**src/design/qap_fifo.sv**
```systemverilog
// Short register queue between the front end and the back end.
// Generic width and depth; no package dependency.
`default_nettype none

module qap_fifo #(
  parameter int WIDTH = 8,
  parameter int DEPTH = 4
) (
  input  wire logic             clk,
  input  wire logic             rst_n,
  input  wire logic             push_valid,
  output logic                  push_ready,
  input  wire logic [WIDTH-1:0] push_data,
  output logic                  pop_valid,
  input  wire logic             pop_en,
  output logic [WIDTH-1:0]      pop_data
);

  localparam int PTR_W = (DEPTH > 1) ? $clog2(DEPTH) : 1;
  localparam int CNT_W = $clog2(DEPTH + 1);

  logic [WIDTH-1:0] mem_r [DEPTH];
  logic [PTR_W-1:0] wr_ptr_r;
  logic [PTR_W-1:0] rd_ptr_r;
  logic [CNT_W-1:0] count_r;
  logic             do_push;
  logic             do_pop;

  assign push_ready = (count_r != CNT_W'(DEPTH));
  assign pop_valid  = (count_r != '0);
  assign do_push    = push_valid && push_ready;
  assign do_pop     = pop_en && pop_valid;
  assign pop_data   = mem_r[rd_ptr_r];

  // Storage needs no reset.
  always_ff @(posedge clk) begin
    if (do_push) begin
      mem_r[wr_ptr_r] <= push_data;
    end
  end

  // Pointers and fill count.
  always_ff @(posedge clk) begin
    if (!rst_n) begin
      wr_ptr_r <= '0;
      rd_ptr_r <= '0;
      count_r  <= '0;
    end else begin
      if (do_push) begin
        wr_ptr_r <= (wr_ptr_r == PTR_W'(DEPTH - 1)) ? '0 : wr_ptr_r + PTR_W'(1);
      end
      if (do_pop) begin
        rd_ptr_r <= (rd_ptr_r == PTR_W'(DEPTH - 1)) ? '0 : rd_ptr_r + PTR_W'(1);
      end
      if (do_push && !do_pop) begin
        count_r <= count_r + CNT_W'(1);
      end else if (do_pop && !do_push) begin
        count_r <= count_r - CNT_W'(1);
      end
    end
  end

endmodule

`default_nettype wire

```
**config.mk**
```make
export PLATFORM = sky130hd
export DESIGN_NAME = qap_fifo
export DESIGN_NICKNAME = d
export VERILOG_FILES = /design/src/design/qap_fifo.sv
export SDC_FILE = /design/constraint.sdc
export NUM_CORES = 1
export LEC_CHECK = 0
export BUFFER_PORTS_ARGS = -buffer_cell sky130_fd_sc_hd__buf_2
export CORE_UTILIZATION = 45
export DETAILED_ROUTE_END_ITERATION = 16
export GPL_TIMING_DRIVEN = 0
export PLACE_DENSITY = 0.73
export SYNTH_ARGS = -nofsm -noshare
export SYNTH_HDL_FRONTEND = slang
export SYNTH_SLANG_ARGS = --single-unit
export TNS_END_PERCENT = 50
```
**constraint.sdc**
```tcl
create_clock -name clk -period 2.02 [get_ports clk]
set_input_delay 0.202 -clock clk [delete_from_list [all_inputs] [get_ports clk]]
set_output_delay 0.202 -clock clk [all_outputs]
set_load 0.01 [all_outputs]
```
==> impl_metrics.py <==
metrics = {
    "yosys": {
        "synth.distinct_cells": 26,
        "synth-edff-count": 32,
        "syn_area_mm2": 0.00164,
        "synth.avg_cell_area_um2": 17.6,
        "yosys_warnings": 0,
        "synthCells": 93,
        "ys.flop_type": "edfxtp_1",
        "ys_seq_area_share_pct": 69.8,
        "synth_nets": 112,
        "yosys_register_bits": 41,
        "async_reset_ff_share_pct": 0,
    },
    "finish": {
        "area_growth_pct": 22.4,
        "regArea_mm2": 0.00115,
        "multi_input_area_um2": 504,
        "n_antenna_cell": 0,
        "final_area_mm2": 0.00200,
        "nFillCells": 276,
        "nets": 146,
        "drive_gt1_share_pct": 47.7,
    },
    "power_and_ir_drop": {
        "leakage_nw": 0.737,
        "p_comb_share_pct": 31.3,
        "p_seq_share_pct": 43.4,
        "vdd_drop_max_mv": 0.744,
        "netSwitchingFraction_pct": 27.4,
        "internal_power_mw": 1.89,
        "switching_power_mw": 0.714,
        "power_density_mw_per_mm2": 1300,
        "p_clk_share_pct": 25.3,
        "power.total_mw": 2.60,
    },
    "timing": {
        "setup_tns_ns": -0.00295,
        "max_freq_mhz": 494,
        "hold_viol": 0,
        "rsz0062_at_grt": "yes",
        "final.period_utilization_pct": 100,
        "setup_slack_ns": -0.00295,
        "skew_ns": 0.0121,
        "worst_hold_slack_ns": 0.0618,
        "max_slew.worst_pin.slew_ns": 0.474,
        "slew_viol_final": 0,
        "period_minus_slack_ns": 2.02,
        "setup_violations": 1,
        "slew_headroom_pct": 68.4,
    },
    "placed_design": {
        "postPlaceCellArea_mm2": 0.00184,
        "hpwl_um": 1760,
        "gp_congestion": 0.700,
        "io_buffers": 21,
    },
    "run_status": {
        "violations": "negative setup slack",
        "status": "finished, violations left",
    },
    "drt": {
        "drt_iter0_markers": 41,
        "vias": 882,
        "wire_per_inst_um": 15.1,
        "drt-pass1-iter-count": 6,
        "wl_um": 2620,
        "viasPerCell": 5.07,
        "drc_errors": 0,
        "postRouteAntennaNets": 0,
    },
    "grt": {
        "grt_first_pass_wirelength_um": 4210,
        "grt_pass1_vias": 888,
        "gr-total-overflow": 0,
        "antenna_found_initial": 0,
        "track_usage_pct": 15.1,
        "grt_max_degree": 15,
    },
    "worst_setup_path": {
        "path_cells": "or3b_4 > and2_4 > ha_4 > inv_2 > fa_2 > xor2_1 > or3_4 > a21boi_2",
        "cp_top_family": "simple AND/OR/NAND/NOR gates",
        "crit_required_ns": 2.30,
        "startpoint_type": "flip-flop",
        "crit_path_max_fanout": 5,
        "slowest_stage": "dfxtp_4",
        "cpPeakStageDelay_ns": 0.37,
        "worstSetupPathType": "reg -> reg",
        "arrival_ns": 2.30,
        "critPathBufInv": 1,
        "end_kind": "flip-flop",
    },
    "min_path": {
        "hold_path.class": "in -> reg",
    },
    "die": {
        "die_w_um": 62.3,
        "ioPinCount": 22,
        "core-area_mm2": 0.00342,
        "die_area_mm2": 0.00388,
        "rows": 21,
        "die_h_um": 62.3,
        "start_util_pct": 47.9,
    },
    "clocking": {
        "cts_max_path_buffers": 2,
        "root_buffer": "clkbuf_4",
        "path_clk_slew_ns": 0.13,
        "cts_tree": "done",
        "cts_made_buffers": 5,
        "hold_buffers": 0,
        "cts_max_level": 2,
        "clock-sinks": 41,
        "clock_latency_ns": 0.35,
    },
    "flow_run": {
        "maxCapViolCount": 0,
    },
}
worst reg2reg max path, delay by kind of cell, from the launching register on:
| family | cells | cell delay [ns] |
|---|---|---|
| AOI/OAI and AO/OA | 1 | 0.14 |
| xor gates and xnor gates | 1 | 0.18 |
| adders and majority gates | 2 | 0.48 |
| buffers and inverters | 1 | 0.04 |
| DFF | 1 | 0.37 |
| and+or+nand+nor | 3 | 0.74 |
repair_timing:
| action | in CTS | in global routing |
|---|---|---|
| endpoints found under the setup margin | 1 | 1 |
| resized for setup | 4 | 1 |
| hold endpoints to repair | 0 | 0 |
| buffers inserted | 4 | 3 |
| pin swaps | 0 | 2 |
logic make-up (layout without fill, tap and decap cells):
logic type	Yosys count	in the layout	share of synthesized area, %
AOI/OAI and AO/OA	6	6	2.14
and+or+nand+nor	20	20	7.19
adders and majority gates	7	7	5.81
DFF	41	41	69.8
buffers and inverters	7	42	1.76
xor gates and xnor gates	2	2	1.07
muxes	10	10	12.2
synth_stat cells, types with 2 or more instances:
cell / number / share of area (%)
mux2i_1: 2 / 1.2
inv_1: 3 / 0.69
ha_1: 6 / 4.6
nor2_1: 2 / 0.46
and3_2: 4 / 1.8
nand3_1: 2 / 0.61
mux4_2: 8 / 11
nand2_1: 5 / 1.1
edfxtp_1: 32 / 59
or3_2: 2 / 0.92
o21ai_0: 4 / 1.2
dfxtp_1: 9 / 11
final timing paths:
kind | start | end | slack [ns] | depth (start not counted)
setup / recovery | count_r[2] | count_r[2] | -0.003 | 8
hold / removal | push_data[7] | mem_r[1][7] | 0.06 | 1
setup reg to reg | count_r[2] | count_r[2] | -0.003 | 8
hold reg to reg | wr_ptr_r[1] | wr_ptr_r[1] | 0.52 | 2
power groups by stage:
stage                     combinational, mW  clock [mW]  sequential, mW
after floorplan                       0.539           0            1.12
after global placement                0.705           0            1.13
after detailed placement              0.724           0            1.15
after CTS                             0.784       0.669            1.13
after global routing                  0.894       0.730            1.15
final                                 0.816       0.658            1.13
registers in the layout, summed over array words and instances, names as in the netlist, named ones only:
register	cells
mem_r	32
rd_ptr_r	2
wr_ptr_r	2
count_r	3
layer usage:
metal / routed length [um] / share of wire, % / track usage, %
met1: 1080 / 41 / 16.9
met5: 0 / 0 / 0
met4: 25 / 0.95 / 6.10
met3: 135 / 5.1 / 6.62
met2: 1380 / 53 / 25.3
cell usage in the layout, fill, tap and decap left out, types with 3 or more instances in the layout:
cell,instances
and3_2,4
buf_2,22
buf_4,7
clkbuf_4,5
dfxtp_1,6
dfxtp_4,3
edfxtp_1,32
ha_1,5
mux4_2,8
nand2_1,5
o21ai_0,4
final cells by class:
class                   instances  area share [%]
repair buffers                 28            7.87
multi-input cells              45            25.2
clock inverters                 3            3.44
clock buffers                   5            1.88
plain buffers                   3           0.625
inverters                       3           0.563
well taps                      46            2.88
flip-flops and latches         41            57.6
metrics by stage:
step                      cells  utilization [%]  worst slack (ns)
after floorplan              93                -            0.0466
after global placement      160             53.8           -0.0179
after detailed placement    160             53.8           -0.0471
after CTS                   171             57.8           0.00715
after global routing        174             58.6           -0.0715
final                       174             58.6          -0.00295
No activity file was read; power rests on OpenSTA's default activity.
