===== config.mk =====
export PLATFORM = sky130hd
export DESIGN_NAME = qap_front
export DESIGN_NICKNAME = d
export VERILOG_FILES = /design/src/design/qap_pkg.sv /design/src/design/qap_front.sv
export SDC_FILE = /design/constraint.sdc
export NUM_CORES = 1
export LEC_CHECK = 0
export BUFFER_PORTS_ARGS = -buffer_cell sky130_fd_sc_hd__buf_2
export CORE_MARGIN = 3
export CORE_UTILIZATION = 51
export CTS_BUF_LIST = sky130_fd_sc_hd__clkbuf_8
export DETAILED_ROUTE_END_ITERATION = 10
export GPL_TIMING_DRIVEN = 0
export HOLD_SLACK_MARGIN = 0.1
export PLACE_DENSITY = 0.91
export RECOVER_POWER = 25
export SYNTH_ARGS = -nofsm -noshare
export SYNTH_HDL_FRONTEND = slang
export SYNTH_SLANG_ARGS = --single-unit
export TNS_END_PERCENT = 1

===== constraint.sdc =====
create_clock -name clk -period 9.3 [get_ports clk]
set_input_delay 2.79 -clock clk [delete_from_list [all_inputs] [get_ports clk]]
set_output_delay 2.79 -clock clk [all_outputs]
set_load 0.03 [all_outputs]

===== src/design/qap_pkg.sv =====
// Package for the quantized average pooling block: payload and config types,
// register indexes, reset values and sizing constants. No dependencies.
`default_nettype none

package qap_pkg;

  // Default sizing.
  localparam int MAX_CHANNELS_DEF = 1024;
  localparam int QUEUE_DEPTH      = 4;
  localparam int PADDR_W          = 5;

  // Register indexes (byte address = 4 * index).
  localparam logic [2:0] REG_BIAS       = 3'd0;
  localparam logic [2:0] REG_SCALE_MULT = 3'd1;
  localparam logic [2:0] REG_SCALE_SHFT = 3'd2;
  localparam logic [2:0] REG_ZERO_POINT = 3'd3;
  localparam logic [2:0] REG_OUT_MIN    = 3'd4;
  localparam logic [2:0] REG_OUT_MAX    = 3'd5;
  localparam logic [2:0] REG_CH_COUNT   = 3'd6;

  // Register reset values.
  localparam logic [31:0] RST_BIAS       = 32'd0;
  localparam logic [23:0] RST_SCALE_MULT = 24'd0;
  localparam logic [5:0]  RST_SCALE_SHFT = 6'd24;
  localparam logic [7:0]  RST_ZERO_POINT = 8'd0;
  localparam logic [7:0]  RST_OUT_MIN    = 8'd0;
  localparam logic [7:0]  RST_OUT_MAX    = 8'd255;
  localparam logic [10:0] RST_CH_COUNT   = 11'd16;

  // Input transaction.
  typedef struct packed {
    logic [7:0] sample;
    logic       window_first;
    logic       window_last;
  } in_t;

  // Result transaction.
  typedef struct packed {
    logic [7:0] pooled;
    logic [9:0] out_channel;
    logic       row_end;
  } out_t;

  // Configuration register set.
  typedef struct packed {
    logic [31:0] bias;
    logic [23:0] scale_multiplier;
    logic [5:0]  scale_shift;
    logic [7:0]  zero_offset;
    logic [7:0]  clamp_lo;
    logic [7:0]  clamp_hi;
    logic [10:0] channel_count;
  } cfg_t;

  // Classified item as it sits in the queue (channel travels beside it).
  typedef struct packed {
    logic [7:0] sample;
    logic       window_first;
    logic       window_last;
    logic       row_end;
  } item_t;

  // Tag that travels with a window total through requantization.
  typedef struct packed {
    logic [9:0] out_channel;
    logic       row_end;
  } res_meta_t;

endpackage

`default_nettype wire


===== src/design/qap_front.sv =====
// Front end of the pooling block: accepts input transactions, tracks the
// channel counter and tags each item for the queue. Uses qap_pkg.
`default_nettype none

module qap_front #(
  parameter int MAX_CHANNELS = qap_pkg::MAX_CHANNELS_DEF
) (
  input  wire logic                            clk,
  input  wire logic                            rst_n,
  input  wire logic [10:0]                     channel_count,
  input  wire logic                            in_valid,
  output logic                                 in_ready,
  input  wire qap_pkg::in_t                    in_data,
  output logic                                 push_valid,
  input  wire logic                            push_ready,
  output qap_pkg::item_t                       push_item,
  output logic [$clog2(MAX_CHANNELS)-1:0]      push_ch
);

  localparam int CH_W  = $clog2(MAX_CHANNELS);
  localparam int CNT_W = $clog2(MAX_CHANNELS + 1);
  localparam int CMP_W = (CNT_W > 11) ? CNT_W : 11;

  logic [CH_W-1:0]  ch_r;
  logic [CH_W-1:0]  ch_nxt;
  logic [CMP_W-1:0] count_eff;
  logic [CMP_W-1:0] ch_plus1;
  logic             wrap;

  // Effective channel count: zero means one, large values saturate.
  always_comb begin
    if (channel_count == 11'd0) begin
      count_eff = CMP_W'(1);
    end else if (CMP_W'(channel_count) > CMP_W'(MAX_CHANNELS)) begin
      count_eff = CMP_W'(MAX_CHANNELS);
    end else begin
      count_eff = CMP_W'(channel_count);
    end
  end

  // The counter wraps once it reaches or passes the count.
  assign ch_plus1 = CMP_W'(ch_r) + CMP_W'(1);
  assign wrap     = (ch_plus1 >= count_eff);
  assign ch_nxt   = wrap ? '0 : CH_W'(ch_plus1);

  // Tag the item with its channel and the row end flag.
  assign in_ready                = push_ready;
  assign push_valid              = in_valid;
  assign push_ch                 = ch_r;
  assign push_item.sample        = in_data.sample;
  assign push_item.window_first  = in_data.window_first;
  assign push_item.window_last   = in_data.window_last;
  assign push_item.row_end       = wrap;

  // Channel counter advances on every accepted transaction.
  always_ff @(posedge clk) begin
    if (!rst_n) begin
      ch_r <= '0;
    end else if (in_valid && push_ready) begin
      ch_r <= ch_nxt;
    end
  end

endmodule

`default_nettype wire


==> summary.md <==
| Metric | Value |
|---|---|
| Synth area leaders | sky130_fd_sc_hd__dfxtp_1 (20%), sky130_fd_sc_hd__ha_1 (15%), sky130_fd_sc_hd__buf_4 (9.6%), sky130_fd_sc_hd__nand2_1 (9.2%), sky130_fd_sc_hd__nand3_1 (7.4%) |
| Antenna-violating nets left | 0 |
| Final Hold Vio Count | 0 |
| Worst Clk Skew | about 0.0012 ns |
| CTS tree | yes |
| Drt total wl | 2.39 mm |
| Minimum clock period | approximately 7.3 ns |
| Clock network power share | 0.380 |
| Detailed router's first-iteration violation count | 16 |
| Number of diodes | 0 |
| Area of the die | roughly 2600 um2 |
| Worst Setup Slack, final | ~2.0 ns |
| Die H | 50.7 um |
| Cell depth of the worst flop-to-flop path | 13 |
| Post-Synthesis Mean Instance Area | 7.21 um2 |
| Power density over the cells | 93.9 nW/um2 |
| CTS HTree Levels | 1 |
| Cell count after synthesis | 141 |
| Total design power | around 0.12 mW |
| Sequential cell area fraction in the yosys report | 0.197 |
| Net Sw Power | 0.0352 mW |
| Post-Synthesis Net Count | ~180 |
| Leakage power total | ~0.6 nW |
| Die span in x | around 51 um |
| Initial antenna violation count | 0 |
| Status | complete, no violations |
| Number of vias per cell | ~5.3 |
| Max Cap Viol | 0 |
| First-pass GRT wire length | approximately 3.9 mm |
| Count of placed standard cells in the final layout, fillers left out | approximately 210 |
| Critical path peak fanout | 4 |
| Peak clock frequency supported by timing | 136 MHz |
| Placed insts | 203 |
| Cell depth of the worst min-delay path | 2 |
| Post-synthesis cell type with the largest combined area | sky130_fd_sc_hd__dfxtp_1 |
| Post-Layout Inst Area | approximately 1300 um2 |
| Global-route usage over all layers | 0.196 |
| Maximum resistive drop on vdd | ~0.094 mV |
| Clock slew seen by the registers of the worst setup and hold paths | ~0.050 ns |
| Warnings, synthesis | 0 |
| Count of clock tree sinks | 10 |
| Top-area cell type share of the netlist area | 0.197 |
| Comb power frac | 0.247 |
| Number of buffers added by the clock tree synthesis step | 3 |
| Most frequent standard cell in the layout excluding fill and tap cells | sky130_fd_sc_hd__buf_2 |
| Relative contribution of sequential cells to total power | 0.373 |
| Hold Worst Slack | about 0.50 ns |
| Share of final-layout standard cells stronger than drive strength 1 | 0.271 |
| Relative max-transition margin | 0.702 |
| Portion of the clock cycle consumed by the worst path in the final layout | 0.789 |
| # port buffers | 37 |
| GRT Residual Overflow | 0 |
| Final-stage net count | 220 |
| Number of global-route vias before repair | approximately 920 |
| Internal Power | between 0.08 and 0.09 mW |
| Top Ports | 48 |
| Cell Rows | 15 |
| Drt wl/cell | approximately 12 um |
| Number of setup buffers added after CTS | 0 |
| Post-synthesis cell type count | 29 |
| Total negative slack | 0 ns |
| Number of DRC violations after detailed routing | 0 |
| Worst slack at placement | approximately 1.9 ns |
| Post-place instance area | ~1200 um2 |
| HPWL after detailed placement | 1.98 mm |
| Post-cts gate resize count | 0 |
| Synth Cell Area | between 1000 and 1500 um2 |
| Area growth from synthesis to layout | 24.4% |
| Req. time, crit path | about 6.5 ns |
| First-pass iteration count of the detailed router | 4 |
| Most used cells in the layout excluding fill and tap cells | sky130_fd_sc_hd__buf_2 (29), sky130_fd_sc_hd__nand2_1 (25), sky130_fd_sc_hd__nand3_1 (15), sky130_fd_sc_hd__clkbuf_1 (13), sky130_fd_sc_hd__buf_4 (13) |
| Largest net degree at the start of global routing | 11 |
| HP Class | register to register |
| Endpoint type of the worst setup path | output port |
| Number of buffers inserted for hold repair after clock tree synthesis | 0 |
| Worst-case clock buffer depth | 2 |
| Worst Path Class, Setup | input port to output port |
| Register bit total from synthesis | 10 |
| Root buffer cell | sky130_fd_sc_hd__clkbuf_8 |
| Switching part of the total | 0.296 |
| Worst-Skew Late Latency | 0.23 ns |
| Nature of the critical path startpoint | input port |
| Flip-flop count of the largest register, all copies and words added | 10 |
| RSZ-0062 raised after global routing | false |
| Number of endpoints failing setup at the final stage | 0 |
| Measured slew at the worst slew-check pin | 0.447 ns |
| Final cell utilization of the core | 0.702 |
| Initial Util | 0.565 |
| Final max-slew violation count | 0 |
| Core Footprint | around 1800 um2 |
| Via count of the routed design | approximately 1100 |
| GPL Wtd Cong | between 0.8 and 0.9 |
| Arrival time worst endpoint | 4.55 ns |
## worst max-delay path, stage by stage
cell and delay (ns):
sky130_fd_sc_hd__buf_2 0.10, sky130_fd_sc_hd__nor4_1 0.34, sky130_fd_sc_hd__a31oi_1 0.13, sky130_fd_sc_hd__nor2_1 0.10, sky130_fd_sc_hd__ha_1 0.23, sky130_fd_sc_hd__nor2b_1 0.10, sky130_fd_sc_hd__o21ai_0 0.09, sky130_fd_sc_hd__a21oi_1 0.16
sky130_fd_sc_hd__nand2_1 0.16, sky130_fd_sc_hd__buf_4 0.17, sky130_fd_sc_hd__buf_2 0.16
## synth_stat cells
| cell | n |
|---|---|
| sky130_fd_sc_hd__clkbuf_1 | 5 |
| sky130_fd_sc_hd__xnor2_1 | 7 |
| sky130_fd_sc_hd__ha_1 | 12 |
| sky130_fd_sc_hd__o21ai_0 | 4 |
| sky130_fd_sc_hd__nor2_1 | 4 |
| sky130_fd_sc_hd__buf_6 | 1 |
| sky130_fd_sc_hd__nand4_1 | 4 |
| sky130_fd_sc_hd__and3_1 | 2 |
| sky130_fd_sc_hd__nor3_4 | 1 |
| sky130_fd_sc_hd__a21oi_1 | 9 |
| sky130_fd_sc_hd__o31ai_1 | 2 |
| sky130_fd_sc_hd__xor2_1 | 1 |
| sky130_fd_sc_hd__clkinv_1 | 1 |
| sky130_fd_sc_hd__nand2b_1 | 1 |
| sky130_fd_sc_hd__o31ai_2 | 1 |
| sky130_fd_sc_hd__nor2b_1 | 2 |
| sky130_fd_sc_hd__buf_1 | 1 |
| sky130_fd_sc_hd__nand3_1 | 15 |
| sky130_fd_sc_hd__o211ai_1 | 1 |
| sky130_fd_sc_hd__nor3_1 | 5 |
| sky130_fd_sc_hd__nand3_2 | 1 |
| sky130_fd_sc_hd__nor4_1 | 2 |
| sky130_fd_sc_hd__a31oi_1 | 4 |
| sky130_fd_sc_hd__inv_1 | 5 |
| sky130_fd_sc_hd__nand2_1 | 25 |
| sky130_fd_sc_hd__dfxtp_1 | 10 |
| sky130_fd_sc_hd__buf_4 | 13 |
| sky130_fd_sc_hd__nor3b_1 | 1 |
| sky130_fd_sc_hd__or2_1 | 1 |
## metal layers
layer	up-vias	GRT usage	wire, um
met5	-	0	0
met4	0	0.0493	34
met3	4	0.0534	141
met2	40	0.320	1160
met1	481	0.254	1050
li1	561	-	-
## power by group through the flow
stage	clock network, mW	logic (mW)	registers [mW]
4_1_cts	0.0464	0.0296	0.0443
6_report	0.0451	0.0293	0.0443
5_1_grt	0.0488	0.0322	0.0443
3_3_place_gp	0	0.0285	0.0451
3_5_place_dp	0	0.0295	0.0451
2_1_floorplan	0	0.0190	0.0460
## worst paths after layout
| kind | start | endpoint | slack (ns) |
|---|---|---|---|
| worst max-delay path | channel_count[6] | push_item[0] | 1.96 |
| worst min-delay path | push_ch[1]$_SDFFE_PN0P_ | push_ch[1]$_SDFFE_PN0P_ | 0.50 |
| worst min register to register | push_ch[1]$_SDFFE_PN0P_ | push_ch[1]$_SDFFE_PN0P_ | 0.50 |
| worst max register to register | push_ch[0]$_SDFFE_PN0P_ | push_ch[4]$_SDFFE_PN0P_ | 6.46 |
## area by class of cell
type	instances	area, um2
Buffer	20	131
Timing Repair Buffer	37	175
Tap cell	25	31.3
Inverter	6	22.5
Fill cell	159	537
Sequential cell	10	200
Clock buffer	3	41.3
Multi-Input combinational cell	105	663
## cells by family after synthesis
kind of cell / count (synthesis) / share of synthesized area
simple gates: 64 / 0.312
fa+ha+maj: 12 / 0.148
compound gates: 21 / 0.123
flops: 10 / 0.197
xor+xnor: 8 / 0.0689
buf+inv: 26 / 0.151
Note: power is estimated with default switching activity, not from simulation.
