## config.mk

```make
export PLATFORM = sky130hd
export DESIGN_NAME = qap_requant
export DESIGN_NICKNAME = d
export VERILOG_FILES = /design/src/design/qap_pkg.sv /design/src/design/qap_requant.sv
export SDC_FILE = /design/constraint.sdc
export NUM_CORES = 2
export LEC_CHECK = 0
export BUFFER_PORTS_ARGS = -buffer_cell sky130_fd_sc_hd__buf_2
export CAP_MARGIN = 20
export CORE_MARGIN = 4
export CORE_UTILIZATION = 60
export CTS_CLUSTER_SIZE = 14
export DETAILED_ROUTE_END_ITERATION = 6
export PLACE_DENSITY = 0.77
export SYNTH_ARGS = -nofsm -noshare
export SYNTH_HDL_FRONTEND = slang
export SYNTH_SLANG_ARGS = --single-unit
```

## constraint.sdc

```tcl
create_clock -name clk -period 11.3 [get_ports clk]
set_input_delay 0.565 -clock clk [delete_from_list [all_inputs] [get_ports clk]]
set_output_delay 0.565 -clock clk [all_outputs]
set_load 0.005 [all_outputs]
```

## src/design/qap_pkg.sv

```systemverilog
// Package for the quantized average pooling block: payload and config types,
// register indexes, reset values and sizing constants. No dependencies.
`default_nettype none

package qap_pkg;

  // Default sizing.
  localparam int MAX_CHANNELS_DEF = 1024;
  localparam int QUEUE_DEPTH      = 4;
  localparam int PADDR_W          = 5;

  // Register indexes (byte address = 4 * index).
  localparam logic [2:0] REG_BIAS       = 3'd0;
  localparam logic [2:0] REG_SCALE_MULT = 3'd1;
  localparam logic [2:0] REG_SCALE_SHFT = 3'd2;
  localparam logic [2:0] REG_ZERO_POINT = 3'd3;
  localparam logic [2:0] REG_OUT_MIN    = 3'd4;
  localparam logic [2:0] REG_OUT_MAX    = 3'd5;
  localparam logic [2:0] REG_CH_COUNT   = 3'd6;

  // Register reset values.
  localparam logic [31:0] RST_BIAS       = 32'd0;
  localparam logic [23:0] RST_SCALE_MULT = 24'd0;
  localparam logic [5:0]  RST_SCALE_SHFT = 6'd24;
  localparam logic [7:0]  RST_ZERO_POINT = 8'd0;
  localparam logic [7:0]  RST_OUT_MIN    = 8'd0;
  localparam logic [7:0]  RST_OUT_MAX    = 8'd255;
  localparam logic [10:0] RST_CH_COUNT   = 11'd16;

  // Input transaction.
  typedef struct packed {
    logic [7:0] sample;
    logic       window_first;
    logic       window_last;
  } in_t;

  // Result transaction.
  typedef struct packed {
    logic [7:0] pooled;
    logic [9:0] out_channel;
    logic       row_end;
  } out_t;

  // Configuration register set.
  typedef struct packed {
    logic [31:0] bias;
    logic [23:0] scale_multiplier;
    logic [5:0]  scale_shift;
    logic [7:0]  zero_offset;
    logic [7:0]  clamp_lo;
    logic [7:0]  clamp_hi;
    logic [10:0] channel_count;
  } cfg_t;

  // Classified item as it sits in the queue (channel travels beside it).
  typedef struct packed {
    logic [7:0] sample;
    logic       window_first;
    logic       window_last;
    logic       row_end;
  } item_t;

  // Tag that travels with a window total through requantization.
  typedef struct packed {
    logic [9:0] out_channel;
    logic       row_end;
  } res_meta_t;

endpackage

`default_nettype wire

```

## src/design/qap_requant.sv

```systemverilog
// Back end, second half: scales a window total, rounds, saturates, offsets
// and clamps it, and holds the result register. Uses qap_pkg.
`default_nettype none

module qap_requant (
  input  wire logic               clk,
  input  wire logic               rst_n,
  input  wire qap_pkg::cfg_t      cfg,
  input  wire logic               res_valid,
  input  wire logic [31:0]        res_acc,
  input  wire qap_pkg::res_meta_t res_meta,
  output logic                    adv,
  output logic                    out_valid,
  input  wire logic               out_ready,
  output qap_pkg::out_t           out_data
);

  logic               d_vld_r, e_vld_r, f_vld_r, o_vld_r;
  qap_pkg::res_meta_t d_meta_r, e_meta_r, f_meta_r;
  logic               d_neg_r, e_neg_r, f_neg_r;
  logic [31:0]        d_mag_r;
  logic [55:0]        e_prod_r;
  logic [15:0]        f_q_r;
  qap_pkg::out_t      o_data_r;

  logic [31:0]        mag_nxt;
  logic [56:0]        half;
  logic [56:0]        rsum;
  logic [56:0]        q_full;
  logic [15:0]        q_nxt;
  logic signed [17:0] s_val;
  logic signed [17:0] s_off;
  logic [7:0]         u8;
  logic [7:0]         pooled_nxt;

  // The whole back end moves when the result register is free or drained.
  assign adv = !o_vld_r || out_ready;

  // Magnitude of the signed total.
  assign mag_nxt = res_acc[31] ? (32'd0 - res_acc) : res_acc;

  // Round to nearest, ties away from zero, then limit the magnitude.
  always_comb begin
    if (cfg.scale_shift == 6'd0) begin
      half = '0;
    end else begin
      half = 57'(1) << (cfg.scale_shift - 6'd1);
    end
    rsum   = {1'b0, e_prod_r} + half;
    q_full = rsum >> cfg.scale_shift;
    q_nxt  = (q_full > 57'd32768) ? 16'h8000 : q_full[15:0];
  end

  // Restore sign, saturate to int16, add zero point and clamp.
  always_comb begin
    if (f_neg_r) begin
      s_val = 18'sd0 - $signed({2'b00, f_q_r});
    end else if (f_q_r == 16'h8000) begin
      s_val = 18'sd32767;
    end else begin
      s_val = $signed({2'b00, f_q_r});
    end
    s_off = s_val + $signed({10'd0, cfg.zero_offset});
    if (s_off < 18'sd0) begin
      u8 = 8'd0;
    end else if (s_off > 18'sd255) begin
      u8 = 8'd255;
    end else begin
      u8 = s_off[7:0];
    end
    pooled_nxt = (u8 > cfg.clamp_hi) ? cfg.clamp_hi : u8;
    if (pooled_nxt < cfg.clamp_lo) begin
      pooled_nxt = cfg.clamp_lo;
    end
  end

  // Datapath stages.
  always_ff @(posedge clk) begin
    if (adv) begin
      d_meta_r             <= res_meta;
      d_neg_r              <= res_acc[31];
      d_mag_r              <= mag_nxt;
      e_meta_r             <= d_meta_r;
      e_neg_r              <= d_neg_r;
      e_prod_r             <= d_mag_r * 56'(cfg.scale_multiplier);
      f_meta_r             <= e_meta_r;
      f_neg_r              <= e_neg_r;
      f_q_r                <= q_nxt;
      o_data_r.pooled      <= pooled_nxt;
      o_data_r.out_channel <= f_meta_r.out_channel;
      o_data_r.row_end     <= f_meta_r.row_end;
    end
  end

  // Stage valids.
  always_ff @(posedge clk) begin
    if (!rst_n) begin
      d_vld_r <= 1'b0;
      e_vld_r <= 1'b0;
      f_vld_r <= 1'b0;
      o_vld_r <= 1'b0;
    end else if (adv) begin
      d_vld_r <= res_valid;
      e_vld_r <= d_vld_r;
      f_vld_r <= e_vld_r;
      o_vld_r <= f_vld_r;
    end
  end

  assign out_valid = o_vld_r;
  assign out_data  = o_data_r;

endmodule

`default_nettype wire

```

==> key figures <==
Placement
  – # port buffers: roughly 120
  – Post-DP HPWL: a little over 90000 um
  – Placer Congestion: between 0.9 and 1

Route
  – Iteration-0 DRC Markers: around 3400
  – Antenna Violating Nets Remaining: 0
  – DR top layer: met4
  – Total number of vias: roughly 35000
  – Vias/cell: roughly 6.3
  – # DRC: 0
  – Drt total wl: about 120000 um
  – Wire length per cell: approximately 22 um
  – DRT met1 WL: about 46000 um
  – Drt pass-1 iters: 7
  – Wire length on met3: between 10000 and 15000 um
  – Metal2 WL: roughly 56000 um

Global routing
  – Global-route wire length before repair: 192000 um
  – GRT Residual Overflow: 0
  – Vias in the first global route: around 36000
  – Total track usage: approximately 34%
  – Initial antenna violation count: 1
  – Largest net degree at the start of global routing: 68

Critical path
  – CP max-delay cell: edfxtp_1
  – Worst r2r path cells: 28
  – CP dominant cell by count: fa_1
  – R2R Setup Slk: roughly 2.1 ns
  – Worst R2R Start: d_mag_r[17]
  – WP data arrival: roughly 9.4 ns
  – Worst Path Required: 11.52 ns
  – CP Class: flip-flop to flip-flop
  – Crit end category: flip-flop
  – Worst reg2reg endpoint: e_prod_r[54]
  – Slowest cell delay on critical path: between 0.8 and 0.9 ns
  – Worst-path fanout max: 14
  – Startpoint types: flip-flop

Synthesis
  – Post-Syn Area: 40400 um^2
  – Syn Inst Count: between 4000 and 5000
  – Synth area leaders: fa_1 33%, edfxtp_1 12%, ha_1 8.2%
  – FF+latch count, synth: between 150 and 200
  – Number of synthesized flops with an enable pin: roughly 160
  – Post-synth ARST share: 0%
  – Syn Nets: 5767
  – Unique masters post-synth: between 90 and 100
  – Top FF cell, synth: edfxtp_1
  – Count leader, synth: nand2_1
  – Post-synthesis sequential area ratio: about an eighth
  – Ys Warns: 0
  – Synth top area share: 32.7%
  – Synth area leader: fa_1
  – Syn_area_per_cell: about 8.6 um^2
  – Post-synth top cells: 724 x nand2_1, 686 x inv_1, 660 x fa_1, 278 x and2_1, 266 x ha_1

Floorplan
  – Die W: 268 um
  – Starting Density: 61.0%
  – IO Pins: between 150 and 200
  – Core Region: between 60000 and 70000 um^2
  – Die Y-Extent: 268 um
  – DIE AREA: between 70000 and 80000 um^2
  – Row count: between 90 and 100

STA
  – Tcrit/Tclk final: between 80% and 90%
  – # setup viols final: 0
  – Final-report hold violation count: 0
  – Slew margin rel.: between 20% and 30%
  – Unrepaired setup endpoints after global routing: false
  – Period minus WS final: between 9 and 10 ns
  – Worst-margin pin slew: between 1 and 1.5 ns
  – Fmax: about 110 MHz
  – Clock Skew: 0.0239 ns
  – Fin Setup TNS: 0 ns
  – Pins Over Slew Limit: 0

Min path
  – Worst hold path stage count: 1
  – Hold_sp: res_meta[9]
  – Hold Crit Class: primary input to flip-flop
  – Min-Delay Endpoint: d_meta_r[9]

Final layout
  – Multi-input gate area: 31900 um^2
  – Storage cell area: a little under 5000 um^2
  – Fin nets: 5699
  – Share of cells above drive strength 1: under 10%
  – Fill cells: ~5700
  – Layout area overhead: 4.31%

CTS
  – CTS Root Buffer Type: clkbuf_16
  – CTS Sinks: 163
  – CTS Hold Buffers Added: 0
  – Number of buffers created by CTS: 17
  – H-tree levels: 4
  – Clk slew on worst S/H paths: approximately 0.080 ns
  – Setup bufs post-CTS: 0
  – CTS Buffer Depth: 2
  – Clock Latency Late Sink: just under 0.5 ns
  – Cts repair resizes: 0
  – CTS tree: done

Run
  – Max-Cap Viols: 0

Status
  – Outcome: finished, final reports clean
-- how the worst max path moves through the flow --
stage	start	endpoint	slack [ns]	cells past startpoint
4_1_cts	f_q_r[2]	out_data[14]	2.17	33
5_1_grt	f_q_r[3]	out_data[17]	1.48	34
3_5_place_dp	cfg[44]	e_prod_r[54]	2.00	29
3_3_place_gp	cfg[44]	e_prod_r[54]	2.10	29
6_report	d_mag_r[17]	e_prod_r[54]	2.14	28
2_1_floorplan	f_q_r[2]	out_data[11]	3.15	38
-- final cells by class --
type / instances / area share (%)
clock buffer: 19 / 1.03
clock inverter: 13 / 0.472
tap: 864 / 2.56
sequential: 163 / 11.5
antenna: 1 / 0.00594
inverter: 688 / 6.13
multi-input combinational: 3573 / 75.7
timing repair buffer: 186 / 2.59
-- registers in the layout, indices dropped and copies added, names as in the netlist --
| name | flops |
|---|---|
| d_mag_r | 32 |
| d_meta_r | 11 |
| d_neg_r | 1 |
| d_vld_r | 1 |
| e_meta_r | 11 |
| e_neg_r | 1 |
| e_prod_r | 56 |
| e_vld_r | 1 |
| f_meta_r | 11 |
| f_neg_r | 1 |
| f_q_r | 16 |
| f_vld_r | 1 |
| out_data | 19 |
| out_valid | 1 |
-- per-stage QoR --
| stage | instances | util, % | cell area [um^2] | setup WS [ns] | hold WS (ns) |
|---|---|---|---|---|---|
| after detailed placement | 5473 | 62.7 | 41500 | 2.00 | 0.405 |
| after global routing | 5506 | 63.7 | 42200 | 1.48 | 0.227 |
| after global placement | 5473 | 62.7 | 41500 | 2.10 | 0.400 |
| after floorplan | 4697 | - | 40400 | 3.15 | 0.400 |
| after CTS | 5505 | 63.6 | 42100 | 2.17 | 0.217 |
| final | 5507 | 63.7 | 42200 | 2.14 | 0.248 |
-- metal layers --
layer,up-vias,GRT usage (%)
li1,15300,-
met1,16900,44.1
met2,1897,56.3
met3,453,6.47
met4,0,17.0
met5,-,0
-- cells by family (layout without fill, tap and decap cells) --
group           after synthesis  after routing  share of synthesized area [%]
simple gates               1643           1643                           19.3
buf+inv                     961            906                           9.05
fa+ha+maj                   926            926                           40.9
compound gates              783            783                           13.1
flops                       163            163                           12.0
xor+xnor                    132            132                           2.86
mux                          89             89                           2.76
other cells                   0              1                              0
-- worst max-delay path, delay by kind of cell, from the launching register on --
| kind | cells | cell delay (ns) |
|---|---|---|
| fa+ha+maj | 8 | 3.90 |
| compound gates | 11 | 2.98 |
| flops | 1 | 0.84 |
| buf+inv | 5 | 0.54 |
| simple gates | 3 | 0.47 |
| xor+xnor | 1 | 0.16 |
-- layout by cell type (no fill, tap or decap), drive strengths merged, types with 18 or more instances in the layout --
cell / Yosys / layout
o211ai: 27 / 27
a31oi: 29 / 29
a221oi: 19 / 19
mux2i: 46 / 46
a21o: 66 / 66
nand2: 724 / 724
nand3: 66 / 66
and2: 280 / 280
a211oi: 39 / 39
o21a: 28 / 28
a21oi: 195 / 195
or3: 31 / 31
nor4: 19 / 19
mux2: 28 / 28
nand4: 43 / 43
xor2: 40 / 40
nor3: 85 / 85
buf: 34 / 186
ha: 266 / 266
o31ai: 34 / 34
and3: 32 / 32
fa: 660 / 660
nor2: 261 / 261
edfxtp: 159 / 159
xnor2: 92 / 92
inv: 687 / 692
o21ai: 147 / 147
clkbuf: 239 / 19
nor2b: 18 / 18
Power is not shown: default switching activity piles up to over one toggle a cycle in this logic, so the estimate is an artifact.
